File: src/sv/slct_pkg.sv
// Package for the sustained low-confidence trip: payload and config structs,
// register indexes, reset values and default widths. No dependencies.
package slct_pkg;

   localparam int TIME_WIDTH_DEF = 16;
   localparam int CONF_WIDTH_DEF = 16;

   localparam logic [7:0] TRACKING_CODE = 8'd2;
   localparam logic [7:0] LOC_STATE_RESET = 8'd255;

   localparam int CSR_INDEX_WIDTH = 3;
   localparam logic [CSR_INDEX_WIDTH-1:0] REG_LOW_THRESHOLD = 3'd0;
   localparam logic [CSR_INDEX_WIDTH-1:0] REG_TRIP_TICKS    = 3'd1;
   localparam logic [CSR_INDEX_WIDTH-1:0] REG_CLEAR_TICKS   = 3'd2;
   localparam logic [CSR_INDEX_WIDTH-1:0] REG_STALE_TICKS   = 3'd3;
   localparam logic [CSR_INDEX_WIDTH-1:0] REG_GATE_ENABLE   = 3'd4;

   localparam logic [15:0] LOW_THRESHOLD_RESET = 16'd32768;
   localparam logic [15:0] TRIP_TICKS_RESET    = 16'd500;
   localparam logic [15:0] CLEAR_TICKS_RESET   = 16'd2500;
   localparam logic [15:0] STALE_TICKS_RESET   = 16'd300;

   typedef struct packed {
      logic        sample_valid;
      logic [15:0] confidence;
      logic        not_finite;
      logic        state_valid;
      logic [7:0]  loc_state_in;
   } req_type;

   typedef struct packed {
      logic        tripped;
      logic        is_low;
      logic [15:0] dwell;
      logic        engaged;
   } rsp_type;

   typedef struct packed {
      logic [15:0] low_threshold;
      logic [15:0] trip_ticks;
      logic [15:0] clear_ticks;
      logic [15:0] stale_ticks;
      logic        gate_enable;
   } cfg_type;

endpackage

File: src/sv/slct_tick.sv
// Per-tick state and evaluation of the trip: latched sample and state,
// sample age, dwell counter and trip flag. Depends on slct_pkg.
module slct_tick #(
   parameter int TIME_WIDTH = slct_pkg::TIME_WIDTH_DEF,
   parameter int CONF_WIDTH = slct_pkg::CONF_WIDTH_DEF
) (
   input  logic             clock,
   input  logic             reset,
   input  logic             fire,
   input  slct_pkg::req_type item,
   input  slct_pkg::cfg_type cfg,
   output slct_pkg::rsp_type result
);
   import slct_pkg::*;

   localparam int TW_EXT = (TIME_WIDTH > 16) ? TIME_WIDTH : 16;
   localparam int CW_EXT = (CONF_WIDTH > 16) ? CONF_WIDTH : 16;

   logic                  have_sample_ff, have_sample_in;
   logic [CONF_WIDTH-1:0] conf_value_ff, conf_value_in;
   logic                  conf_bad_ff, conf_bad_in;
   logic [TIME_WIDTH-1:0] sample_age_ff, sample_age_in;
   logic                  have_state_ff, have_state_in;
   logic [7:0]            loc_state_ff, loc_state_in;
   logic                  prev_low_ff, prev_low_in;
   logic                  trip_flag_ff, trip_flag_in;
   logic                  edge_seen_ff, edge_seen_in;
   logic [TIME_WIDTH-1:0] dwell_count_ff, dwell_count_in;

   logic                  engaged;
   logic                  low;
   logic                  restart;
   logic [CW_EXT-1:0]     conf_ext;
   logic [CW_EXT-1:0]     thr_ext;
   logic [TW_EXT-1:0]     age_ext;
   logic [TW_EXT-1:0]     dwell_ext;
   logic [TIME_WIDTH-1:0] dwell_step;

   always_comb begin
      conf_ext = CW_EXT'(item.confidence);
      thr_ext  = CW_EXT'(cfg.low_threshold);

      if (item.sample_valid) begin
         have_sample_in = 1'b1;
         conf_value_in  = conf_ext[CONF_WIDTH-1:0];
         conf_bad_in    = item.not_finite;
         sample_age_in  = '0;
      end else begin
         have_sample_in = have_sample_ff;
         conf_value_in  = conf_value_ff;
         conf_bad_in    = conf_bad_ff;
         sample_age_in  = (sample_age_ff == '1) ? sample_age_ff
                                                : sample_age_ff + 1'b1;
      end

      if (item.state_valid) begin
         have_state_in = 1'b1;
         loc_state_in  = item.loc_state_in;
      end else begin
         have_state_in = have_state_ff;
         loc_state_in  = loc_state_ff;
      end

      engaged = !(cfg.gate_enable && !(have_state_in && loc_state_in == TRACKING_CODE));

      age_ext = TW_EXT'(sample_age_in);
      low = !have_sample_in
            || (cfg.stale_ticks != 16'd0 && age_ext > TW_EXT'(cfg.stale_ticks))
            || conf_bad_in
            || (conf_value_in < thr_ext[CONF_WIDTH-1:0]);
      restart    = (low != prev_low_ff) || !edge_seen_ff;
      dwell_step = (dwell_count_ff == '1) ? dwell_count_ff : dwell_count_ff + 1'b1;

      if (!engaged) begin
         prev_low_in    = prev_low_ff;
         edge_seen_in   = 1'b0;
         dwell_count_in = '0;
         trip_flag_in   = 1'b0;
      end else begin
         prev_low_in    = low;
         edge_seen_in   = 1'b1;
         dwell_count_in = restart ? '0 : dwell_step;
         if (low) begin
            trip_flag_in = trip_flag_ff
                           || (TW_EXT'(dwell_count_in) >= TW_EXT'(cfg.trip_ticks));
         end else begin
            trip_flag_in = trip_flag_ff
                           && !(TW_EXT'(dwell_count_in) >= TW_EXT'(cfg.clear_ticks));
         end
      end

      dwell_ext      = TW_EXT'(dwell_count_in);
      result.tripped = trip_flag_in;
      result.is_low  = prev_low_in;
      result.dwell   = (dwell_ext > TW_EXT'(16'hFFFF)) ? 16'hFFFF : dwell_ext[15:0];
      result.engaged = engaged;
   end

   always_ff @(posedge clock) begin
      if (reset) begin
         have_sample_ff <= 1'b0;
         conf_value_ff  <= '0;
         conf_bad_ff    <= 1'b0;
         sample_age_ff  <= '0;
         have_state_ff  <= 1'b0;
         loc_state_ff   <= LOC_STATE_RESET;
         prev_low_ff    <= 1'b0;
         trip_flag_ff   <= 1'b0;
         edge_seen_ff   <= 1'b0;
         dwell_count_ff <= '0;
      end else if (fire) begin
         have_sample_ff <= have_sample_in;
         conf_value_ff  <= conf_value_in;
         conf_bad_ff    <= conf_bad_in;
         sample_age_ff  <= sample_age_in;
         have_state_ff  <= have_state_in;
         loc_state_ff   <= loc_state_in;
         prev_low_ff    <= prev_low_in;
         trip_flag_ff   <= trip_flag_in;
         edge_seen_ff   <= edge_seen_in;
         dwell_count_ff <= dwell_count_in;
      end
   end

endmodule

File: src/sv/sustained_low_confidence_trip.sv
// Sustained low-confidence trip: a request is held in the input register, then its result
// in the result register; throughput one tick per cycle while the response is not stalled,
// set by the single-pass tick evaluation between the two registers.
// Synchronous active-high reset clears the valid flags and tick state (not the data
// registers) and restores register defaults; the block takes a request in the first
// cycle after reset. Depends on slct_pkg and slct_tick.
module sustained_low_confidence_trip #(
   parameter int TIME_WIDTH = slct_pkg::TIME_WIDTH_DEF,
   parameter int CONF_WIDTH = slct_pkg::CONF_WIDTH_DEF
) (
   input  logic                                   clock,
   input  logic                                   reset,
   input  logic                                   req_valid,
   output logic                                   req_stall,
   input  slct_pkg::req_type                      req_data,
   output logic                                   rsp_valid,
   input  logic                                   rsp_stall,
   output slct_pkg::rsp_type                      rsp_data,
   input  logic                                   csr_valid,
   output logic                                   csr_ready,
   input  logic [slct_pkg::CSR_INDEX_WIDTH-1:0]   csr_index,
   input  logic [15:0]                            csr_data
);
   import slct_pkg::*;

   logic    in_valid_ff, in_valid_in;
   req_type in_data_ff;
   logic    rsp_valid_ff, rsp_valid_in;
   rsp_type rsp_data_ff;
   cfg_type cfg_ff, cfg_in;
   rsp_type tick_result;
   logic    out_adv;
   logic    fire;
   logic    load;

   assign out_adv   = !rsp_valid_ff || !rsp_stall;
   assign fire      = in_valid_ff && out_adv;
   assign req_stall = in_valid_ff && !fire;
   assign load      = req_valid && !req_stall;
   assign rsp_valid = rsp_valid_ff;
   assign rsp_data  = rsp_data_ff;
   assign csr_ready = 1'b1;

   always_comb begin
      in_valid_in  = (in_valid_ff && !fire) || load;
      rsp_valid_in = fire || (rsp_valid_ff && rsp_stall);
      cfg_in       = cfg_ff;
      if (csr_valid && csr_ready) begin
         case (csr_index)
            REG_LOW_THRESHOLD: cfg_in.low_threshold = csr_data;
            REG_TRIP_TICKS:    cfg_in.trip_ticks    = csr_data;
            REG_CLEAR_TICKS:   cfg_in.clear_ticks   = csr_data;
            REG_STALE_TICKS:   cfg_in.stale_ticks   = csr_data;
            REG_GATE_ENABLE:   cfg_in.gate_enable   = csr_data[0];
            default:           cfg_in = cfg_ff;
         endcase
      end
   end

   slct_tick #(
      .TIME_WIDTH(TIME_WIDTH),
      .CONF_WIDTH(CONF_WIDTH)
   ) u_tick (
      .clock  (clock),
      .reset  (reset),
      .fire   (fire),
      .item   (in_data_ff),
      .cfg    (cfg_ff),
      .result (tick_result)
   );

   always_ff @(posedge clock) begin
      if (reset) begin
         in_valid_ff          <= 1'b0;
         rsp_valid_ff         <= 1'b0;
         cfg_ff.low_threshold <= LOW_THRESHOLD_RESET;
         cfg_ff.trip_ticks    <= TRIP_TICKS_RESET;
         cfg_ff.clear_ticks   <= CLEAR_TICKS_RESET;
         cfg_ff.stale_ticks   <= STALE_TICKS_RESET;
         cfg_ff.gate_enable   <= 1'b0;
      end else begin
         in_valid_ff  <= in_valid_in;
         rsp_valid_ff <= rsp_valid_in;
         cfg_ff       <= cfg_in;
      end
   end

   always_ff @(posedge clock) begin
      if (load) begin
         in_data_ff <= req_data;
      end
      if (fire) begin
         rsp_data_ff <= tick_result;
      end
   end

`ifndef SYNTH
   a_stall_needs_item: assert property (@(posedge clock) disable iff (reset)
      req_stall |-> in_valid_ff)
      else $error("request stalled with input register empty");

   a_held_item_stays: assert property (@(posedge clock) disable iff (reset)
      req_stall |=> in_valid_ff && $stable(in_data_ff))
      else $error("held input item lost or changed");

   a_trip_needs_engage: assert property (@(posedge clock) disable iff (reset)
      rsp_valid |-> (!rsp_data.tripped || rsp_data.engaged))
      else $error("trip reported while disengaged");

   a_idle_dwell_zero: assert property (@(posedge clock) disable iff (reset)
      (rsp_valid && !rsp_data.engaged) |-> (rsp_data.dwell == 16'd0))
      else $error("dwell not cleared while disengaged");
`endif

endmodule
File: config.mk
export PLATFORM = sky130hd
export DESIGN_NAME = sustained_low_confidence_trip
export DESIGN_NICKNAME = d
export VERILOG_FILES = /design/src/sv/slct_pkg.sv /design/src/sv/slct_tick.sv /design/src/sv/sustained_low_confidence_trip.sv
export SDC_FILE = /design/constraint.sdc
export NUM_CORES = 1
export LEC_CHECK = 0
export BUFFER_PORTS_ARGS = -buffer_cell sky130_fd_sc_hd__clkbuf_2
export CORE_MARGIN = 2
export CORE_UTILIZATION = 45
export CTS_CLUSTER_DIAMETER = 50
export DETAILED_ROUTE_END_ITERATION = 10
export PLACE_DENSITY = 0.67
export RECOVER_POWER = 50
export SYNTH_ARGS = -nofsm -noshare
export SYNTH_HDL_FRONTEND = slang
export SYNTH_HIERARCHICAL = 1
export SYNTH_SLANG_ARGS = --single-unit
export TNS_END_PERCENT = 20
File: constraint.sdc
create_clock -name clock -period 17.4 [get_ports clock]
set_input_delay 1.74 -clock clock [delete_from_list [all_inputs] [get_ports clock]]
set_output_delay 1.74 -clock clock [all_outputs]
set_load 0.02 [all_outputs]
After elaboration in Yosys (flattened, before gate mapping)

Index checks and enable logic that the tools add are counted.

Order comparisons: 5
Eq/ne operators: 8
Reduce and logical (&&, ||, !) cells: 32
Muxes and demuxes: 14
$add $sub $neg: 2

Operators by type and width:

| kind                                                                  | count |
|---|---|
| 16-bit 2-to-1 mux                                                     | 6 |
| 16-bit by 1-bit adder with 16-bit output, second input constant       | 2 |
| 16-bit equality test, second input constant                           | 2 |
| 16-bit greater-or-equal comparator                                    | 2 |
| 16-bit > comparator                                                   | 1 |
| 16-bit > comparator, second input constant                            | 1 |
| 16-bit < comparator                                                   | 1 |
| 16-bit nonzero test                                                   | 1 |
| 2-bit AND reduction                                                   | 5 |
| 1-bit zero test                                                       | 9 |
| 8-bit by 2-bit equality test with 1-bit output, second input constant | 1 |
| 1-bit logical AND                                                     | 8 |
| 1-bit logical OR                                                      | 8 |
| 8-bit 2-to-1 mux                                                      | 1 |
| 1-bit 2-to-1 mux                                                      | 7 |
| 3-bit by 2-bit equality test with 1-bit output, second input constant | 2 |
| 3-bit by 1-bit equality test with 1-bit output, second input constant | 1 |
| 3-bit equality test, second input constant                            | 1 |
| 3-bit zero test                                                       | 1 |
| 1-bit != test                                                         | 1 |

Flip-flop bits (word level): 175
Logic and storage cells: 87
Output and inout port bits: 22
Input bits: 51

Depth between registers and ports, before layout

Gate-level depths: netlist of run 1.

Depth after elaboration: 16
Depth in mapped cells: 28
Mapped depth without buffers: 25

Hierarchy

Netlist of run 1, hierarchy kept.

By module, submodules not included:

| module                        | cells an instance | area an instance (um2) | seq. area each (um2) | times used |
|---|---|---|---|---|
| slct_tick                     | 681               | 5121.2                 | 1241.2               | 1 |
| sustained_low_confidence_trip | 305               | 4115.2                 | 2722.6               | 1 |

Least setup slack after synthesis of run 1

OpenSTA, ideal clock, no wires.

Path type: reg-to-reg
Start point: reg u_tick.sample_age_ff[4]
End point: reg rsp_data_ff (netlist bit rsp_data[18]) (data pin)
Slack: 11.789 ns
Library setup time: 0.251 ns
Path buffers: 4
Cell stages (with the launch flop): 27
Clock period less this slack: 5.611 ns
Data arrival time: 5.360 ns
Required time: 17.149 ns
Cells stage by stage: dfxtp_1 buf_2 nand4_1 nor3_1 nand2_1 and2_1 and3_1 xnor2_1 nor2_1 ha_1 nand4_1 or4_1 a21o_1 a32oi_1 nor3_1 o21ai_0 buf_2 buf_2 nor2_1 ha_1 a21o_1 a211o_1 nor4_1 o31ai_1 o211ai_1 nor2_1 buf_4

Word-level cells in the longest chain between the ends: 16
Elaborated cells on any way between the ends: 19
Classes of those cells: add/sub (1); order compare (3); eq/ne (2); mux (5); reduce/logical (8)

RTL lines:

| item                                                                                    | line                                | RTL |
|---|---|---|
| start: declaration                                                                      | slct_tick.sv:22                     | `logic [TIME_WIDTH-1:0] sample_age_ff, sample_age_in;` |
| start signal: assignment                                                                | slct_tick.sv:115                    | `sample_age_ff <= sample_age_in;` |
| 16-bit by 1-bit adder with 16-bit output / 16-bit equality test (equally long branches) | slct_tick.sv:53, slct_tick.sv:52    |  |
| 16-bit 2-to-1 mux *                                                                     | slct_tick.sv:52                     | `sample_age_in = (sample_age_ff == '1) ? sample_age_ff` |
| 16-bit 2-to-1 mux *                                                                     | slct_tick.sv:43                     | `if (item.sample_valid) begin` |
| named net u_tick.age_ext[11]                                                            | slct_tick.sv:35                     | `logic [TW_EXT-1:0] age_ext;` |
| 16-bit > comparator *                                                                   | slct_tick.sv:68                     | `\|\| (cfg.stale_ticks != 16'd0 && age_ext > TW_EXT'(cfg.stale_ticks))` |
| 1-bit logical AND *                                                                     | slct_tick.sv:68                     |  |
| 1-bit logical OR *                                                                      | slct_tick.sv:68                     |  |
| 1-bit logical OR *                                                                      | slct_tick.sv:69                     | `\|\| conf_bad_in` |
| [2 not listed]                                                                          | --                                  |  |
| 1-bit logical OR                                                                        | slct_tick.sv:71                     | `restart = (low != prev_low_ff) \|\| !edge_seen_ff;` |
| 16-bit 2-to-1 mux                                                                       | slct_tick.sv:82                     | `dwell_count_in = restart ? '0 : dwell_step;` |
| 16-bit greater-or-equal comparator                                                      | slct_tick.sv:88                     | `&& !(TW_EXT'(dwell_count_in) >= TW_EXT'(cfg.clear_ticks));` |
| 1-bit zero test                                                                         | slct_tick.sv:88                     |  |
| 1-bit logical AND                                                                       | slct_tick.sv:88                     |  |
| 1-bit 2-to-1 mux *                                                                      | slct_tick.sv:83                     | `if (low) begin` |
| 1-bit 2-to-1 mux *                                                                      | slct_tick.sv:74                     | `if (!engaged) begin` |
| named net u_tick.trip_flag_in                                                           | slct_tick.sv:26                     | `logic trip_flag_ff, trip_flag_in;` |
| end signal: assignment                                                                  | sustained_low_confidence_trip.sv:93 | `rsp_data_ff <= tick_result;` |
| end: declaration                                                                        | sustained_low_confidence_trip.sv:29 | `rsp_type rsp_data_ff;` |

The timed path passes the listed nets; every way through them passes the cells marked *.
A chain may end at the register's enable or synchronous reset.

==> results of run 1 <==
[layer usage]
layer,up-vias,GRT usage
met2,142,0.3229
met1,3287,0.2526
li1,3532,-
met4,0,0.06010
met5,-,0
met3,25,0.03727
[critical path: cells and delay by family]
kind	cells	cell delay (ns)
AO/OA/AOI/OAI	3	0.85
AND/OR/NAND/NOR	1	0.14
buffers and inverters	2	4.16
[sequential cells by signal, indices dropped and copies added (netlist names), 8 cells and up]
name / count
u_tick/loc_state_ff: 8
rsp_data: 19
u_tick/dwell_count_ff: 16
cfg_ff: 65
u_tick/sample_age_ff: 16
u_tick/conf_value_ff: 16
in_data_ff: 27
[synthesized netlist by cell type, types with 19 or more instances]
| cell type | instances | area (um^2) |
|---|---|---|
| nor2_1 | 110 | 412.9 |
| inv_1 | 67 | 251.5 |
| and3_1 | 19 | 118.9 |
| ha_1 | 65 | 813.3 |
| edfxtp_1 | 46 | 1381 |
| clkbuf_1 | 30 | 112.6 |
| o21ai_0 | 27 | 135.1 |
| dfxtp_1 | 129 | 2582 |
| nand2b_1 | 73 | 456.7 |
| a21oi_1 | 50 | 250.2 |
| mux2i_1 | 74 | 740.7 |
| nand2_1 | 71 | 266.5 |
[final timing paths]
| kind | from | to |
|---|---|---|
| setup / recovery | reset | u_tick/dwell_count_ff[1]$_SDFFE_PP0P_ |
| hold / removal | u_tick/conf_bad_ff$_SDFFE_PP0P_ | u_tick/conf_bad_ff$_SDFFE_PP0P_ |
| setup reg to reg | u_tick/sample_age_ff[4]$_SDFFE_PP0P_ | u_tick/trip_flag_ff$_SDFFE_PP0P_ |
| hold reg to reg | u_tick/conf_bad_ff$_SDFFE_PP0P_ | u_tick/conf_bad_ff$_SDFFE_PP0P_ |
[power breakdown]
group	switching [uW]	internal [uW]
Clock	181	219
Combinational	41.1	27.1
Sequential	6.69	430
Total	229	676
[per-stage QoR]
step	instances	instance area, um^2
finish	1313	10320
global route	1313	10320
CTS	1313	10370
detailed placement	1281	9748
global placement	1281	9748
floorplan	986	9236
[area by class of cell]
| cell class | count | share of cell area |
|---|---|---|
| sequential | 175 | 0.3839 |
| clock inverter | 15 | 0.01890 |
| multi-input combinational | 692 | 0.4639 |
| timing repair buffer | 77 | 0.03502 |
| tap | 270 | 0.03272 |
| inverter | 67 | 0.02436 |
| clock buffer | 17 | 0.04120 |
[cells by family (layout without fill, tap and decap cells)]
kind of cell	count (synthesis)	after routing
AO/OA/AOI/OAI	158	158
XOR/XNOR	19	19
adder cells (fa/ha/maj)	65	65
buffers and inverters	119	176
flip-flops	175	175
multiplexers	89	89
other	1	1
AND/OR/NAND/NOR	360	360
==> impl_metrics.toml, run 1 <==
[timing]
finalSetupViolCount = 0
tns_ns = 0
min_period_ns = 6.592
finalCritPeriodShare = 0.3788
setup_ws_ns = 10.81
slew_headroom = -1.139
tightestPinTransition_ns = 3.208
hold_slack_ns = 0.4509
drv_slew = 211
hold_viol = 0
fin_worst_skew_ns = 0.01081
fmax_ghz = 0.1517
rsz0062_at_grt = "no"

[route]
wirelength_mm = 20.32
ant_nets = 0
met3_length_um = 780
top_layer_used = "met4"
first_pass_iters = 5
wl_per_cell_um = 15.47
drc = 0
wl_met1_mm = 9.582
wl_met2_mm = 9.633
vias = 6986
drtIter0Drc = 402
via_per_inst = 5.321

[outcome]
status = "complete, but fails checks"
violations = "capacitance limit, slew limit"

[setup_path]
path_max_fanout = 89
worstSetupEndpointType = "flop"
crit_required_ns = 17.74
worstPathArrival_ns = 6.93
rrSetupSlack_ns = 11.10
crit_chain = "clkbuf_1 > clkbuf_1 > nor2_1 > o211a_1 > a21o_1 > a32o_1"
max_stage_delay_ns = 2.37
slowest_stage = "clkbuf_1"
crit_type = "input pin to flop"
start_kind = "input pin"
path_common_cell = "clkbuf_1"
reg2reg_depth = 24

[run]
maxCapViolations = 3

[die]
core-area_um2 = 20170
dieArea_um2 = 21690
rows = 52
io_pins = 73
die-width_um = 147.3
start_util = 0.4579
die_h_um = 147.3

[synthesis]
synthSimpleGateAreaFrac = 0.1994
yosysWarnings = 6
ys_seq_elements = 175
synth.distinct_cells = 66
synth_edf_count = 46
synth_xor_area_frac = 0.01802
synth_compound_area_frac = 0.1123
syn-num-nets = 1102
syn-cell-area_um2 = 9236
synthMuxAreaShare = 0.09848
async_flop_share = 0
ys.flop_type = "dfxtp_1"
synthCells = 986
yosysSeqAreaShare = 0.4292
syn_avg_cell_area_um2 = 9.368
post_synth_fa_ha_maj_area_fraction = 0.08805
synth_top_family_by_area = "simple AND/OR/NAND/NOR gates"

[grt]
grt_start_max_net_pins = 90
grt_pass1_vias = 6606
grt_overflow = 0
antenna_found_initial = 0
grt_pass1_wl_mm = 33.38
grt_usage = 0.1928

[clocking]
clock_latency_ns = 0.44
cts_resized = 0
cts_tree = "yes"
cts_made_buffers = 17
postCtsSetupRepairBufs = 0
root_buffer = "clkbuf_16"
cts_buffer_depth = 2
clk_pin_slew_ns = 0.07
h-tree-depth = 4
clock_sinks = 175
cts_hold_buffers = 0

[final_layout]
syn2layout_area_growth_pct = 11.79
fin_util = 0.5119
regArea_um2 = 3964
final_common_cell = "dfxtp_1"
multiInputGateArea_um2 = 4790
layout.nets = 1146
drive_gt1_frac = 0.1045
nFillCells = 1923
layout_common_cells = "129 x dfxtp_1, 110 x nor2_1, 74 x mux2i_1"
n_antenna_cell = 0

[hold_path]
hp-class = "flop to flop"
holdPathStages = 2

[power_and_ir_drop]
power.total_uw = 905.5
ir_drop_mv = 0.07283
leakagePower_uw = 0.004257
p_per_area_nw_per_um2 = 87.70

[place]
place_congestion = 0.8581
dp_hpwl_mm = 14.55
io_buffers = 71
place_ws_ns = 11.15
Note: power is estimated with default switching activity, not from simulation.
==> inputs of run 2 (changes only) <==
Settings changed: PLACE_DENSITY 0.67 to 0.69.
Clock period 17.4 ns to 6 ns, I/O delays scaled along.
==> run 2 against run 1 <==
Against the previous run: sequential power grew to 2.9 times the previous value; count of clock-buffer cells in the layout unchanged; first-iteration DRC count shrank 9.2%; routed wire length fell by 1.9%; combinational power increased to 2.9 times the previous value; critical endpoint is now u_tick/trip_flag_ff$_SDFFE_PP0P_; non-clock buffer count is 7 higher; highest routed layer unchanged; clock skew grew 0.0051 ns; the flow still finishes with violations (capacitance limit, slew limit); sequential cell count unchanged; final area is 0.59% higher; power rose to 2.8 times the previous value; die area stayed put; worst setup slack got worse by 10 ns; largest cell class unchanged.
==> impl_metrics.toml, run 2 (same netlist as run 1, synthesis figures left out) <==
[outcome]
status = "complete, but fails checks"
violations = "capacitance limit, slew limit"

[clocking]
cts_made_buffers = 17
cts_buffer_depth = 2
cts_tree = "yes"
h-tree-depth = 4
root_buffer = "clkbuf_16"
clk_pin_slew_ns = 0.07
clock_latency_ns = 0.43
clock_sinks = 175

[final_layout]
drive_gt1_frac = 0.1200
final_common_cell = "dfxtp_1"
syn2layout_area_growth_pct = 12.45
fin_util = 0.5150
largest_reg_flops = 65
n_antenna_cell = 0
layout.nets = 1153
layout_common_cells = "129 x dfxtp_1, 108 x nor2_1, 74 x mux2i_1"
top_register = "cfg_ff"

[place]
place_congestion = 0.8649
io_buffers = 71
place_ws_ns = 0.2675
dp_hpwl_mm = 14.49

[grt]
grt.met1_usage = 0.2515
grt_pass1_vias = 6577
grtUsageMet3 = 0.03075
grt_start_max_net_pins = 100
grt_pass1_wl_mm = 32.68
use_met2 = 0.3112
grt_overflow = 0
antenna_found_initial = 0
grt_usage = 0.1877
grt_busiest_layer = "met2"

[timing]
tns_ns = 0
fmax_ghz = 0.1813
rsz0062_at_grt = "no"
tightestPinTransition_ns = 2.532
min_period_ns = 5.517
slew_headroom = -0.6882
fin_worst_skew_ns = 0.01586
hold_viol = 0
finalCritPeriodShare = 0.9195
finalSetupViolCount = 0
hold_slack_ns = 0.3389
setup_ws_ns = 0.4828
drv_slew = 55

[setup_path]
start_kind = "flop"
worstPathArrival_ns = 5.84
max_stage_delay_ns = 0.45
crit_required_ns = 6.32
crit_type = "flop to flop"
slowest_stage = "or4_1"
worstSetupEndpointType = "flop"
path_max_fanout = 11

[route]
vias = 6975
drtIter0Drc = 365
wirelength_mm = 19.92
wl_per_cell_um = 15.09
first_pass_iters = 5
drc = 0
via_per_inst = 5.284
ant_nets = 0

[hold_path]
hp-class = "input pin to flop"

[die]
start_util = 0.4579
io_pins = 73
die-width_um = 147.3
dieArea_um2 = 21690
rows = 52
die_h_um = 147.3
core-area_um2 = 20170

[power_and_ir_drop]
leakagePower_uw = 0.004282
p_per_area_nw_per_um2 = 245.4
ir_drop_mv = 0.1852

[run]
maxCapViolations = 2
## run 2: cell types whose count changed in the layout (fill, tap and decap cells not counted), moves of 2 or more
cell / before / now
clkbuf_1: 25 / 20
nor2_1: 110 / 108
nor3_2: 0 / 2
clkinvlp_4: 1 / 4
buf_4: 3 / 11
nor2_2: 0 / 2
clkbuf_2: 49 / 52
nor3_1: 8 / 6
## run 2: per-layer routing
layer | share of wire | vias up
li1 | - | 3551
met1 | 0.48 | 3280
met2 | 0.47 | 129
met3 | 0.034 | 15
met4 | 0.011 | 0
met5 | 0 | -
## run 2: where the power goes
part	internal, uW	total (uW)	switching [uW]
Clock	584	1080	499
Combinational	80.6	197	116
Sequential	1250	1270	21.6
Total	1910	2550	637
## run 2: final timing paths
kind,endpoint,slack (ns),cells past startpoint,from
worst min register to register,u_tick/conf_value_ff[6]$_SDFFE_PP0P_,0.45,2,u_tick/conf_value_ff[6]$_SDFFE_PP0P_
worst max register to register,u_tick/trip_flag_ff$_SDFFE_PP0P_,0.48,27,u_tick/sample_age_ff[1]$_SDFFE_PP0P_
worst max-delay path,u_tick/trip_flag_ff$_SDFFE_PP0P_,0.48,27,u_tick/sample_age_ff[1]$_SDFFE_PP0P_
worst min-delay path,in_data_ff[4]$_DFFE_PP_,0.34,1,req_data[4]
## run 2: what timing repair did
action,CTS,global route
hold buffers,0,0
setup endpoints to repair,0,2
gates resized for setup,0,5
buffers inserted,0,0
## run 2: critical path: cells and delay by family, from the launching register on
family	cells	cell delay [ns]
AND/OR/NAND/NOR	11	1.89
AO/OA/AOI/OAI	10	1.87
flip-flops	1	0.39
XOR/XNOR	1	0.14
adder cells (fa/ha/maj)	3	0.78
buffers and inverters	2	0.34
## run 2: area by class of cell
class	count	area, um^2
well taps	270	337.8
repair buffers	84	437.9
inverters	67	251.5
flip-flops and latches	175	3964
clock inverters	15	155.1
clock buffers	17	425.4
multi-input cells	692	4815
fillers	1899	9783
## run 2: stage by stage
stage,cell area [um^2],instances,total power (uW)
2_1_floorplan,9236,986,1425
3_3_place_gp,9813,1288,1489
3_5_place_dp,9813,1288,1492
4_1_cts,10390,1320,2574
5_1_grt,10390,1320,2648
6_report,10390,1320,2549
==> inputs of run 3 (changes only) <==
Settings changed: CORE_MARGIN 2 to unset, SYNTH_HIERARCHICAL 1 to unset.
==> run 3 against run 2 <==
Against the previous run: the run still ends with capacitance limit, slew limit left; power increased by 0.32%; non-clock buffer count decreased by 1; global-route usage increased by 2.3 points; core utilization increased by 1.0 points; critical path type unchanged.
==> impl_metrics.toml, run 3 <==
[synthesis]
syn_avg_cell_area_um2 = 8.528
synth.top_cell.area_share = 0.2931
yosysSeqAreaShare = 0.4499
ys.flop_type = "dfxtp_1"
yosysWarnings = 0
syn-num-nets = 1149
yosys-top-cells-count = "212 x nand2_1, 129 x dfxtp_1, 115 x a21oi_1"
synthCells = 1033
async_flop_share = 0
syn-cell-area_um2 = 8810
yosysMostFrequentCell = "nand2_1"
synth_edf_count = 46
synthTopCellsByArea = "dfxtp_1 29%, edfxtp_1 16%, ha_1 9.2%"
synth.distinct_cells = 60
yosysTopAreaCell = "dfxtp_1"
ys_seq_elements = 175

[timing]
slew_headroom = -0.02205
fmax_ghz = 0.1795
tightestPinTransition_ns = 1.533
hold_viol = 0
tns_ns = 0
hold_slack_ns = 0.3301
rsz0062_at_grt = "no"
finalSetupViolCount = 0
setup_ws_ns = 0.4291
fin_worst_skew_ns = 0.008034
finalCritPeriodShare = 0.9285
min_period_ns = 5.571
drv_slew = 28

[power_and_ir_drop]
power.total_uw = 2557
p_per_area_nw_per_um2 = 256.9
ir_drop_mv = 0.2045
leakagePower_uw = 0.003727

[final_layout]
regArea_um2 = 3964
nFillCells = 1787
drive_gt1_frac = 0.1146
final_common_cell = "nand2_1"
multiInputGateArea_um2 = 4382
layout.nets = 1202
fin_area_um2 = 9955
largest_reg_flops = 65
top_register = "cfg_ff"
n_antenna_cell = 0
layout_common_cells = "212 x nand2_1, 129 x dfxtp_1, 115 x a21oi_1"
syn2layout_area_growth_pct = 13.00

[route]
ant_nets = 0
vias = 7268
wirelength_mm = 20.17
drtIter0Drc = 558
wl_per_cell_um = 14.84
via_per_inst = 5.348
first_pass_iters = 5
drc = 0

[setup_path]
slowest_stage = "a2111oi_1"
crit_required_ns = 6.30
start_kind = "flop"
worstSetupEndpointType = "flop"
worstReg2RegStart = "u_tick.sample_age_ff[0]$_SDFFE_PP0P_"
max_stage_delay_ns = 0.39
path_common_cell = "ha_1"
worst_path_dominant_cell_family = "compound AO/OA/AOI/OAI gates"
path_max_fanout = 7
worstPathArrival_ns = 5.87
path_buf_inv = 0
crit_type = "flop to flop"
startpoint = "u_tick.sample_age_ff[0]$_SDFFE_PP0P_"

[grt]
grt_pass1_vias = 6670
grt_usage = 0.2106
grtUsageMet3 = 0.03409
grt_start_max_net_pins = 96
grt.met1_usage = 0.2909
antenna_found_initial = 0
grt_busiest_layer = "met2"
grt_overflow = 0
grt_pass1_wl_mm = 33.35
use_met2 = 0.3334

[clocking]
root_buffer = "clkbuf_16"
clock_latency_ns = 0.44
clk_pin_slew_ns = 0.07
cts_tree = "yes"
postCtsSetupRepairBufs = 0
cts_buffer_depth = 2
h-tree-depth = 4
clock_sinks = 175
cts_hold_buffers = 0
cts_made_buffers = 17

[die]
io_pins = 73
start_util = 0.4648
die-width_um = 141.9
core-area_um2 = 18960
die_h_um = 141.9
rows = 50
dieArea_um2 = 20140

[place]
dp_hpwl_mm = 14.12
placed_area_um2 = 9388
place_ws_ns = 0.3187
place_congestion = 0.8535
io_buffers = 71

[hold_path]
worstHoldStart = "req_data[12]"
hp-class = "input pin to flop"

[run]
maxCapViolations = 1

[outcome]
status = "complete, but fails checks"
violations = "capacitance limit, slew limit"
-- run 3: cell count changes after synthesis, moves of 7 or more --
cell	previous run	this run
a211o_1	10	0
nand2_1	71	212
buf_2	12	3
a21o_1	18	4
and3_1	19	12
clkbuf_1	30	42
nand3_1	15	38
nor2_1	110	74
o211ai_1	3	20
a21oi_1	50	115
inv_1	67	74
nor3_1	8	17
mux2i_1	74	5
nand2b_1	73	9
-- run 3: cells by family after synthesis --
kind of cell,after synthesis,synth area share
buffers and inverters,124,0.05411
xor gates and xnor gates,20,0.01988
muxes,23,0.02997
and+or+nand+nor,416,0.2101
AOI/OAI and AO/OA,209,0.1433
DFF,175,0.4499
other,1,0.0004257
adders and majority gates,65,0.09232
-- run 3: stage by stage --
| stage | std cells | utilization |
|---|---|---|
| floorplan | 1033 | - |
| global placement | 1327 | 0.4952 |
| detailed placement | 1327 | 0.4952 |
| CTS | 1359 | 0.5264 |
| global route | 1359 | 0.5251 |
| finish | 1359 | 0.5251 |
-- run 3: final timing paths --
kind                                   end  slack (ns)  cells past startpoint
hold reg to reg    cfg_ff[52]$_SDFFE_PP0P_        0.46                      2
hold / removal    in_data_ff[12]$_DFFE_PP_        0.33                      1
setup / recovery    rsp_data[18]$_DFFE_PP_        0.43                     26
setup reg to reg    rsp_data[18]$_DFFE_PP_        0.43                     26
-- run 3: per-layer routing --
layer	routed length, um	up-vias	share of wire
met2	9013	194	0.45
met1	9862	3361	0.49
met5	0	-	0
li1	-	3685	-
met4	352	0	0.017
met3	944	28	0.047
-- run 3: timing repair --
item	CTS	global route
endpoints found under the setup margin	0	2
endpoints found under the hold margin	0	0
resized for setup	0	4
-- run 3: final cells by class --
class / instances / share of cell area
clock buffers: 19 / 0.04663
clock inverters: 13 / 0.01269
inverters: 75 / 0.02828
multi-input cells: 734 / 0.4402
flip-flops and latches: 175 / 0.3982
well taps: 260 / 0.03268
repair buffers: 83 / 0.04135
-- run 3: report_power, final --
group          switching (uW)  internal (uW)
Sequential               19.6           1250
Combinational             127           66.2
Clock                     482            614
